## src/rtl/hpcf_pkg.sv

```systemverilog
`timescale 1ns / 1ps
// ----------------------------------------------------------------------------
// hpcf_pkg
// Shared types and fixed constants of the histogram peak centroid finder.
// ----------------------------------------------------------------------------
package hpcf_pkg;

   // Fixed port widths.
   localparam int IN_COUNT_W = 16;
   localparam int CFG_W      = 16;
   localparam int POS_W      = 20;
   localparam int HEIGHT_W   = 16;

   // Saturation value of the centroid and reset value of the threshold.
   localparam logic [POS_W-1:0] POS_MAX          = {POS_W{1'b1}};
   localparam logic [CFG_W-1:0] MIN_HEIGHT_RESET = CFG_W'(1);

   // A peak test needs the left and center bins already in the window.
   localparam logic [1:0] WINDOW_SPAN = 2'd2;

   // Entries in the queue between detection and division; a power of two.
   localparam int QUEUE_DEPTH = 2;

   // Queue status seen by both sides.
   typedef struct packed {
      logic full;
      logic empty;
   } hpcf_queue_status_type;

   // Back-end sequencer states.
   typedef enum logic [4:0] {
      BK_IDLE = 5'b00001,
      BK_SUM  = 5'b00010,
      BK_MUL  = 5'b00100,
      BK_DIV  = 5'b01000,
      BK_DONE = 5'b10000
   } hpcf_back_state_type;

endpackage

```

## src/rtl/histogram_peak_centroid_finder.sv

```systemverilog
`timescale 1ns / 1ps
// ----------------------------------------------------------------------------
// histogram_peak_centroid_finder
// Three-bin local-maximum peak finder that reports the count-weighted
// centroid of each peak in fixed point.
// ----------------------------------------------------------------------------
// Bins are taken at one beat per cycle while the two-entry peak queue has
// room; once the queue is full every bin waits, peak or not, until the back
// end takes the oldest peak. The back end handles one peak at a time in
// steps: one to take it from the queue, one for the three-bin sum, one for
// the weighted numerator, one per quotient bit in the restoring divider, and
// one to load the output register. A stalled result holds the back end in
// its last step. Since two neighboring bins cannot both be peaks, bins
// stall only when peaks arrive faster than the back end retires them or the
// result side holds off. The threshold register resets to 1 and takes a
// write on every csr_valid.
// ----------------------------------------------------------------------------
module histogram_peak_centroid_finder #(
   parameter int MAX_BINS      = 4096,
   parameter int COUNT_BITS    = 16,
   parameter int FRACTION_BITS = 8
) (
   input  logic                              clock,
   input  logic                              reset,
   input  logic                              req_valid,
   output logic                              req_stall,
   input  logic [hpcf_pkg::IN_COUNT_W-1:0]   req_bin_count,
   input  logic                              req_last_bin,
   output logic                              rsp_valid,
   input  logic                              rsp_stall,
   output logic [hpcf_pkg::POS_W-1:0]        rsp_peak_position,
   output logic [hpcf_pkg::HEIGHT_W-1:0]     rsp_peak_height,
   input  logic                              csr_valid,
   output logic                              csr_ready,
   input  logic [hpcf_pkg::CFG_W-1:0]        csr_min_peak_height
);
   import hpcf_pkg::*;

   localparam int ENTRY_W = $clog2(MAX_BINS) + 3 * COUNT_BITS;

   hpcf_queue_status_type q_status;
   logic                  push;
   logic                  pop;
   logic [ENTRY_W-1:0]    push_data;
   logic [ENTRY_W-1:0]    pop_data;

   // Window and detection.
   hpcf_front #(
      .MAX_BINS   (MAX_BINS),
      .COUNT_BITS (COUNT_BITS)
   ) u_front (
      .clock               (clock),
      .reset               (reset),
      .req_valid           (req_valid),
      .req_stall           (req_stall),
      .req_bin_count       (req_bin_count),
      .req_last_bin        (req_last_bin),
      .csr_valid           (csr_valid),
      .csr_ready           (csr_ready),
      .csr_min_peak_height (csr_min_peak_height),
      .q_status            (q_status),
      .push                (push),
      .push_data           (push_data)
   );

   // Peak queue.
   hpcf_queue #(
      .WIDTH (ENTRY_W)
   ) u_queue (
      .clock     (clock),
      .reset     (reset),
      .push      (push),
      .push_data (push_data),
      .pop       (pop),
      .pop_data  (pop_data),
      .status    (q_status)
   );

   // Centroid divider and result register.
   hpcf_back #(
      .MAX_BINS      (MAX_BINS),
      .COUNT_BITS    (COUNT_BITS),
      .FRACTION_BITS (FRACTION_BITS)
   ) u_back (
      .clock             (clock),
      .reset             (reset),
      .q_status          (q_status),
      .pop               (pop),
      .pop_data          (pop_data),
      .rsp_valid         (rsp_valid),
      .rsp_stall         (rsp_stall),
      .rsp_peak_position (rsp_peak_position),
      .rsp_peak_height   (rsp_peak_height)
   );

endmodule

```

## src/rtl/hpcf_queue.sv

```systemverilog
`timescale 1ns / 1ps
// ----------------------------------------------------------------------------
// hpcf_queue
// Short first-in first-out queue that holds detected peaks until the
// divider is free.
// ----------------------------------------------------------------------------
module hpcf_queue #(
   parameter int WIDTH = 64
) (
   input  logic                          clock,
   input  logic                          reset,
   input  logic                          push,
   input  logic [WIDTH-1:0]              push_data,
   input  logic                          pop,
   output logic [WIDTH-1:0]              pop_data,
   output hpcf_pkg::hpcf_queue_status_type status
);
   import hpcf_pkg::*;

   localparam int PTR_W = (QUEUE_DEPTH > 1) ? $clog2(QUEUE_DEPTH) : 1;
   localparam int CNT_W = $clog2(QUEUE_DEPTH + 1);

   logic [WIDTH-1:0] entries_ff [QUEUE_DEPTH];
   logic [PTR_W-1:0] wr_ptr_ff, wr_ptr_in;
   logic [PTR_W-1:0] rd_ptr_ff, rd_ptr_in;
   logic [CNT_W-1:0] count_ff, count_in;

   // Status flags.
   assign status.full  = (count_ff == CNT_W'(QUEUE_DEPTH));
   assign status.empty = (count_ff == '0);
   assign pop_data     = entries_ff[rd_ptr_ff];

   // Pointers wrap naturally because the depth is a power of two.
   always_comb begin
      wr_ptr_in = wr_ptr_ff;
      rd_ptr_in = rd_ptr_ff;
      count_in  = count_ff;
      if (push) begin
         wr_ptr_in = wr_ptr_ff + PTR_W'(1);
      end
      if (pop) begin
         rd_ptr_in = rd_ptr_ff + PTR_W'(1);
      end
      if (push && !pop) begin
         count_in = count_ff + CNT_W'(1);
      end else if (pop && !push) begin
         count_in = count_ff - CNT_W'(1);
      end
   end

   // Control state.
   always_ff @(posedge clock) begin
      if (reset) begin
         wr_ptr_ff <= '0;
         rd_ptr_ff <= '0;
         count_ff  <= '0;
      end else begin
         wr_ptr_ff <= wr_ptr_in;
         rd_ptr_ff <= rd_ptr_in;
         count_ff  <= count_in;
      end
   end

   // Storage is written on each pushed beat.
   always_ff @(posedge clock) begin
      if (push) begin
         entries_ff[wr_ptr_ff] <= push_data;
      end
   end

endmodule

```

## src/rtl/hpcf_front.sv

```systemverilog
`timescale 1ns / 1ps
// ----------------------------------------------------------------------------
// hpcf_front
// Bin window and peak detection; holds the threshold register and pushes
// each detected peak into the queue.
// ----------------------------------------------------------------------------
module hpcf_front #(
   parameter int MAX_BINS   = 4096,
   parameter int COUNT_BITS = 16
) (
   input  logic                                  clock,
   input  logic                                  reset,
   input  logic                                  req_valid,
   output logic                                  req_stall,
   input  logic [hpcf_pkg::IN_COUNT_W-1:0]       req_bin_count,
   input  logic                                  req_last_bin,
   input  logic                                  csr_valid,
   output logic                                  csr_ready,
   input  logic [hpcf_pkg::CFG_W-1:0]            csr_min_peak_height,
   input  hpcf_pkg::hpcf_queue_status_type       q_status,
   output logic                                  push,
   output logic [$clog2(MAX_BINS)+3*COUNT_BITS-1:0] push_data
);
   import hpcf_pkg::*;

   localparam int BIN_BITS = $clog2(MAX_BINS);
   localparam int HW       = (COUNT_BITS > CFG_W) ? COUNT_BITS : CFG_W;

   logic [BIN_BITS-1:0]   bin_ff, bin_in;
   logic [COUNT_BITS-1:0] older_ff, older_in;
   logic [COUNT_BITS-1:0] middle_ff, middle_in;
   logic [1:0]            fill_ff, fill_in;
   logic [CFG_W-1:0]      min_height_ff;

   logic                  accept;
   logic                  last;
   logic                  is_peak;
   logic [COUNT_BITS-1:0] count;
   logic [BIN_BITS-1:0]   center;

   // Threshold register; writes are always taken.
   assign csr_ready = 1'b1;

   always_ff @(posedge clock) begin
      if (reset) begin
         min_height_ff <= MIN_HEIGHT_RESET;
      end else if (csr_valid) begin
         min_height_ff <= csr_min_peak_height;
      end
   end

   // A beat waits only while the queue is full.
   assign req_stall = q_status.full;
   assign accept    = req_valid && !req_stall;
   assign count     = COUNT_BITS'(req_bin_count);
   assign last      = req_last_bin || (bin_ff == BIN_BITS'(MAX_BINS - 1));
   assign center    = bin_ff - BIN_BITS'(1);

   // The middle bin is a peak when it rises from the left, does not fall
   // below the right, and reaches the threshold.
   assign is_peak = (fill_ff == WINDOW_SPAN) && (middle_ff > older_ff) &&
                    (middle_ff >= count) &&
                    (HW'(middle_ff) >= HW'(min_height_ff));

   assign push      = accept && is_peak;
   assign push_data = {center, older_ff, middle_ff, count};

   // Window update; the last bin starts a new histogram.
   always_comb begin
      bin_in    = bin_ff;
      older_in  = older_ff;
      middle_in = middle_ff;
      fill_in   = fill_ff;
      if (accept) begin
         if (last) begin
            bin_in    = '0;
            older_in  = '0;
            middle_in = '0;
            fill_in   = '0;
         end else begin
            bin_in    = bin_ff + BIN_BITS'(1);
            older_in  = middle_ff;
            middle_in = count;
            if (fill_ff != WINDOW_SPAN) begin
               fill_in = fill_ff + 2'd1;
            end
         end
      end
   end

   always_ff @(posedge clock) begin
      if (reset) begin
         bin_ff    <= '0;
         older_ff  <= '0;
         middle_ff <= '0;
         fill_ff   <= '0;
      end else begin
         bin_ff    <= bin_in;
         older_ff  <= older_in;
         middle_ff <= middle_in;
         fill_ff   <= fill_in;
      end
   end

endmodule

```

## src/rtl/hpcf_back.sv

```systemverilog
`timescale 1ns / 1ps
// ----------------------------------------------------------------------------
// hpcf_back
// Centroid computation: sum, weighted numerator, then a restoring divider
// that retires one quotient bit per cycle, and the output register.
// ----------------------------------------------------------------------------
module hpcf_back #(
   parameter int MAX_BINS      = 4096,
   parameter int COUNT_BITS    = 16,
   parameter int FRACTION_BITS = 8
) (
   input  logic                                  clock,
   input  logic                                  reset,
   input  hpcf_pkg::hpcf_queue_status_type       q_status,
   output logic                                  pop,
   input  logic [$clog2(MAX_BINS)+3*COUNT_BITS-1:0] pop_data,
   output logic                                  rsp_valid,
   input  logic                                  rsp_stall,
   output logic [hpcf_pkg::POS_W-1:0]            rsp_peak_position,
   output logic [hpcf_pkg::HEIGHT_W-1:0]         rsp_peak_height
);
   import hpcf_pkg::*;

   localparam int BIN_BITS = $clog2(MAX_BINS);
   localparam int DW       = COUNT_BITS + 2;          // three-bin sum
   localparam int NUMW     = BIN_BITS + DW;           // weighted numerator
   localparam int QW       = BIN_BITS + FRACTION_BITS; // quotient bits
   localparam int STEP_W   = $clog2(QW);
   localparam int CMPW     = (QW > POS_W) ? QW : POS_W;

   hpcf_back_state_type    state_ff, state_in;
   logic [BIN_BITS-1:0]    center_ff, center_in;
   logic [COUNT_BITS-1:0]  left_ff, left_in;
   logic [COUNT_BITS-1:0]  mid_ff, mid_in;
   logic [COUNT_BITS-1:0]  right_ff, right_in;
   logic [DW-1:0]          sum_ff, sum_in;
   logic [DW-1:0]          rem_ff, rem_in;
   logic [QW-1:0]          quo_ff, quo_in;
   logic [STEP_W-1:0]      step_ff, step_in;
   logic                   rsp_valid_ff, rsp_valid_in;
   logic [POS_W-1:0]       position_ff, position_in;
   logic [HEIGHT_W-1:0]    height_ff, height_in;

   logic [NUMW-1:0]        num;
   logic [DW:0]            trial;
   logic                   fits;
   logic [POS_W-1:0]       position;
   logic                   out_free;

   // Weighted numerator; never negative because the center bin is at least 1.
   assign num = NUMW'(center_ff) * NUMW'(sum_ff) + NUMW'(right_ff) - NUMW'(left_ff);

   // One divider step: bring down the next dividend bit and try the sum.
   assign trial = {rem_ff, quo_ff[QW-1]};
   assign fits  = (trial >= {1'b0, sum_ff});

   // Saturate the quotient at the output width.
   assign position = (CMPW'(quo_ff) > CMPW'(POS_MAX)) ? POS_MAX : POS_W'(quo_ff);

   assign out_free = !rsp_valid_ff || !rsp_stall;

   // Sequencer.
   always_comb begin
      state_in     = state_ff;
      center_in    = center_ff;
      left_in      = left_ff;
      mid_in       = mid_ff;
      right_in     = right_ff;
      sum_in       = sum_ff;
      rem_in       = rem_ff;
      quo_in       = quo_ff;
      step_in      = step_ff;
      rsp_valid_in = rsp_valid_ff && rsp_stall;
      position_in  = position_ff;
      height_in    = height_ff;
      pop          = 1'b0;
      unique case (state_ff)
         BK_IDLE: begin
            if (!q_status.empty) begin
               pop = 1'b1;
               {center_in, left_in, mid_in, right_in} = pop_data;
               state_in = BK_SUM;
            end
         end
         BK_SUM: begin
            sum_in   = DW'(left_ff) + DW'(mid_ff) + DW'(right_ff);
            state_in = BK_MUL;
         end
         BK_MUL: begin
            // Load the dividend: the upper bits, already below the sum, go
            // to the remainder, the low bits and the fraction zeros to the
            // quotient register.
            rem_in   = DW'(num >> BIN_BITS);
            quo_in   = QW'(num[BIN_BITS-1:0]) << FRACTION_BITS;
            state_in = BK_DIV;
            step_in  = '0;
         end
         BK_DIV: begin
            // One quotient bit per step.
            if (fits) begin
               rem_in = DW'(trial - {1'b0, sum_ff});
            end else begin
               rem_in = trial[DW-1:0];
            end
            quo_in  = {quo_ff[QW-2:0], fits};
            step_in = step_ff + STEP_W'(1);
            if (step_ff == STEP_W'(QW - 1)) begin
               state_in = BK_DONE;
            end
         end
         BK_DONE: begin
            if (out_free) begin
               rsp_valid_in = 1'b1;
               position_in  = position;
               height_in    = HEIGHT_W'(mid_ff);
               state_in     = BK_IDLE;
            end
         end
         default: begin
            state_in = BK_IDLE;
         end
      endcase
   end

   always_ff @(posedge clock) begin
      if (reset) begin
         state_ff     <= BK_IDLE;
         rsp_valid_ff <= 1'b0;
         step_ff      <= '0;
      end else begin
         state_ff     <= state_in;
         rsp_valid_ff <= rsp_valid_in;
         step_ff      <= step_in;
      end
   end

   always_ff @(posedge clock) begin
      center_ff   <= center_in;
      left_ff     <= left_in;
      mid_ff      <= mid_in;
      right_ff    <= right_in;
      sum_ff      <= sum_in;
      rem_ff      <= rem_in;
      quo_ff      <= quo_in;
      position_ff <= position_in;
      height_ff   <= height_in;
   end

   assign rsp_valid         = rsp_valid_ff;
   assign rsp_peak_position = position_ff;
   assign rsp_peak_height   = height_ff;

   // The partial remainder always stays below the divisor.
   a_rem_below_sum: assert property (@(posedge clock) disable iff (reset)
      (state_ff == BK_DIV) |-> (rem_ff < sum_ff))
      else $error("divider remainder not below the sum");

   // A peak always has a nonzero three-bin sum.
   a_sum_nonzero: assert property (@(posedge clock) disable iff (reset)
      (state_ff == BK_DIV) |-> (sum_ff != '0))
      else $error("zero divisor in the divider");

   // The step counter never runs past the quotient width.
   a_step_bound: assert property (@(posedge clock) disable iff (reset)
      (state_ff == BK_DIV) |-> (step_ff <= STEP_W'(QW - 1)))
      else $error("divider step count out of range");

   // A new result beat appears only out of the done state.
   a_rsp_from_done: assert property (@(posedge clock) disable iff (reset)
      $rose(rsp_valid_ff) |-> $past(state_ff == BK_DONE))
      else $error("result raised outside the done state");

endmodule

```

## config.mk

```make
export PLATFORM = sky130hd
export DESIGN_NAME = histogram_peak_centroid_finder
export DESIGN_NICKNAME = d
export VERILOG_FILES = /design/src/rtl/hpcf_pkg.sv /design/src/rtl/histogram_peak_centroid_finder.sv /design/src/rtl/hpcf_queue.sv /design/src/rtl/hpcf_front.sv /design/src/rtl/hpcf_back.sv
export SDC_FILE = /design/constraint.sdc
export NUM_CORES = 1
export LEC_CHECK = 0
export BUFFER_PORTS_ARGS = -buffer_cell sky130_fd_sc_hd__buf_2
export CAP_MARGIN = 25
export CORE_MARGIN = 8
export CORE_UTILIZATION = 58
export CTS_CLUSTER_DIAMETER = 100
export DETAILED_ROUTE_END_ITERATION = 6
export PLACE_DENSITY = 0.89
export SYNTH_ARGS = -nofsm -noshare
export SYNTH_HDL_FRONTEND = slang
export SYNTH_SLANG_ARGS = --single-unit
```

## constraint.sdc

```tcl
create_clock -name clock -period 5.8 [get_ports clock]
set_input_delay 1.16 -clock clock [delete_from_list [all_inputs] [get_ports clock]]
set_output_delay 1.16 -clock clock [all_outputs]
set_load 0.02 [all_outputs]
```

==> results.md <==
* Status: complete, but fails checks
* Failing checks: setup timing
* Min Tclk post-route at 6.166 ns
* Slew Limit Fails at 0
* Vias at 17110
* WL/cell at 19.00 um
* Post-Syn Instances at 2254
* Initial Util at between 50% and 60%
* Clock Tree Buf Depth at 3
* Final WL at 56500 um
* Asr flop ratio synth at 0%
* Multiplexer share of the synthesized area at 4.269%
* Slowest-stage cell, CP: fa_1
* Worst path required time at around 6.1 ns
* Mapped Nets at 2692
* Setup TNS at -3.069 ns
* Residual DRC at 0
* Via density at 5.752
* Die Y at 220.7 um
* Htree depth at 2
* Clk slew on worst S/H paths at 0.06 ns
* Synth cell types at 71
* Number of inserted diodes at 0
* DRT Pass-1 Iters at 6
* Crit path max fanout at 6
* Antenna viol nets, final at 0
* GRT overflow at 0
* Pin count of the biggest net entering global routing at 62
* RD Place Congestion at between 0.9 and 1
* Mapped cell area at ~0.024 mm2
* Register area share after synthesis at approximately two fifths
* Max_cap viols at 0
* Relative slew slack at 38.69%
* Complex-gate fraction of the synthesized area at 7.972%
* Root Buffer: clkbuf_16
* TritonCTS clock tree: yes
* Hold Startpoint: u_back.quo_ff[17]
* Initial drt markers at about 1400
* FF-to-FF End: u_back.rem_ff[15]
* Worst hold slack at 0.4407 ns
* Most Frequent Cell on Critical Path: fa_1
* Hold_buf cts at 0
* Hold path endpoint: u_back.rsp_peak_position[17]
* Max frequency at around 160 MHz
* Finished Layout Cells at 2974
* Synth Register Bits at 349
* Final Worst Setup Slack at -0.3665 ns
* Ports at 77
* Worst-Margin Slew at 0.9196 ns
* RSZ-0062 raised after global routing: true
* Simple-Gate Fraction of Synth Area at a little under an eighth
* GRT Overall Usage at 23.65%
* Die ar. at ~0.049 mm2
* Critical path startpoint category: flip-flop
* EDFF count, synth at 272
* R2r setup slk at -0.37 ns
* CP Class: flip-flop to flip-flop
* Worst path top cell family by delay: adder cells
* Final hold vios at 0
* Clk Latency, worst-skew pair at 0.55 ns
* Share of layout cells above drive strength 1 at 15.77%
* Post-synthesis xor/xnor area fraction at approximately 3.3%
* CTS buffer count at 36
* Main combinational cell family by area after synthesis: adder cells
* Width of the die at approximately 220 um
* Hold Crit Class: flip-flop to flip-flop
* Syn_area_per_cell at 10.78 um2
* Synthesis-to-layout area growth at 13.04%
* Vias in the first global route at 18120
* Fin crit share at 106.3%
* Post-Synth Adder-Cell Area at 26.50%
* # placed instances at 2894
* Nets@finish at 2845
* Initial antenna violation count at 0
* YS warnings at 0
* Arr. time, crit path at about 6.5 ns
* Worst Setup End Kind: flip-flop
* Worst Clk Skew at approximately 0.024 ns
* CTS sink count at 349
* Critical path buffers and inverters at 5
* Final setup viols at 12
* Worst path cell trace: buf_4 > and2_1 > fa_1 > inv_1 > fa_1 > inv_1 > fa_1 > fa_1 > fa_1 > inv_1 > fa_1 > inv_2 > ha_4 > and3_4 > o211a_1 > a221oi_2 > a21oi_2 > a221o_2 > a211oi_2 > xor2_1 > mux2i_1
* Global-route wire length before repair at 91830 um
* Worst r2r path cells at 21
* Worst reg2reg startpoint: u_back.sum_ff[4]
* Num rows at 75
* Prevailing post-synth register cell: edfxtp_1
* Core area at approximately 0.042 mm2
* # port buffers at 75
* Pre-CTS WS at -0.4384 ns
* Detailed Place HPWL at 41690 um
* WHS Path Cells at 0
* CP max stage delay at around 0.52 ns
## final cells by class
type	instances	area, um2
Clock buffer	52	1012
Sequential cell	349	9711
Clock inverter	14	193.9
Fill cell	2912	14200
Timing Repair Buffer	214	1466
Multi-Input combinational cell	1474	13160
Tap cell	539	674.4
Inverter	332	1246
## sequential cells by signal, indices dropped and copies added (netlist names), 12 cells and up
register / cells
u_front.older_ff: 16
u_queue.entries_ff: 120
u_front.min_height_ff: 16
u_back.rsp_peak_height: 16
u_front.bin_ff: 12
u_back.right_ff: 16
u_back.rem_ff: 18
u_back.sum_ff: 18
u_back.rsp_peak_position: 20
u_front.middle_ff: 16
u_back.left_ff: 16
u_back.mid_ff: 16
u_back.quo_ff: 20
u_back.center_ff: 12
## repair_timing
action / CTS / global route
pin swaps: 18 / 8
resized for setup: 20 / 8
setup endpoints to repair: 15 / 17
setup buffers: 11 / 3
## Yosys cell counts, drive strengths merged, types with 3 or more instances
master    n  area (um2)
inv     332        1246
edfxtp  272        8168
nand2   255       957.2
ha      209        2615
fa      191        3824
a21oi   107       535.5
nor2    101       379.1
clkbuf   94       352.8
and2     93       581.8
dfxtp    77        1541
mux2     61       686.9
o21ai    57       289.0
xnor2    52       455.4
xor2     40       350.3
a21o     39       292.8
mux2i    35       350.3
nor3     21       105.1
nand3    19       95.09
nand4    16       100.1
or3      16       100.1
a211oi   14       110.1
a31oi    14       87.58
and3     14       87.58
nor2b    13       81.33
o21bai   13       97.59
o21a     12       90.09
nand2b   10       62.56
o211ai    7       52.55
a221oi    6       58.80
buf       5       28.77
nand3b    5       37.54
o31ai     5       37.54
and4      4       35.03
or2       4       25.02
a211o     3       26.28
a21boi    3       22.52
a41o      3       30.03
nor4      3       18.77
o211a     3       30.03
## worst max-delay path by stage
stage                                   end  slack (ns)  cells after the start                start
after floorplan           u_back.rem_ff[17]       -0.09                     21  u_back.center_ff[1]
after global placement    u_back.rem_ff[17]       -0.32                     20     u_back.sum_ff[7]
after detailed placement  u_back.rem_ff[17]       -0.44                     20     u_back.sum_ff[5]
after CTS                 u_back.rem_ff[15]       -0.34                     22     u_back.sum_ff[2]
after global routing      u_back.rem_ff[15]       -0.56                     21  u_back.center_ff[2]
final                     u_back.rem_ff[15]       -0.37                     21     u_back.sum_ff[4]
## metrics by stage
stage | instance area, um2 | utilization, %
2_1_floorplan | 24550 | -
3_3_place_gp | 26070 | 62.56
3_5_place_dp | 26070 | 62.56
4_1_cts | 27410 | 65.79
5_1_grt | 27470 | 65.92
6_report | 27470 | 65.92
## layout by cell type (no fill, tap or decap), types with 52 or more instances in the layout
master    netlist  routed
ha_1          209     200
buf_2           2      75
nand2_1       255     253
xnor2_1        52      52
buf_4           2     131
edfxtp_1      272     272
inv_1         332     323
mux2_2         60      60
o21ai_0        55      54
and2_1         92      81
a21oi_1       107     104
nor2_1        101     101
fa_1          191     191
dfxtp_1        77      76
## layer usage
metal,track usage [%],vias up,wire [um]
met3,3.622,177,3917
met1,29.78,8357,22680
met4,9.249,0,2172
met5,0,-,0
li1,-,7824,-
met2,40.81,747,27730
## cells by family (layout without fill, tap and decap cells)
| group | count (synthesis) | after routing |
|---|---|---|
| buf+inv | 431 | 612 |
| flops | 349 | 349 |
| compound gates | 303 | 303 |
| other cells | 1 | 1 |
| mux | 96 | 96 |
| fa+ha+maj | 400 | 400 |
| simple gates | 582 | 582 |
| xor+xnor | 92 | 92 |
Power is left out: the tool's default activity adds up to more than one toggle a clock period on the data nets, which glitch-free logic cannot reach.
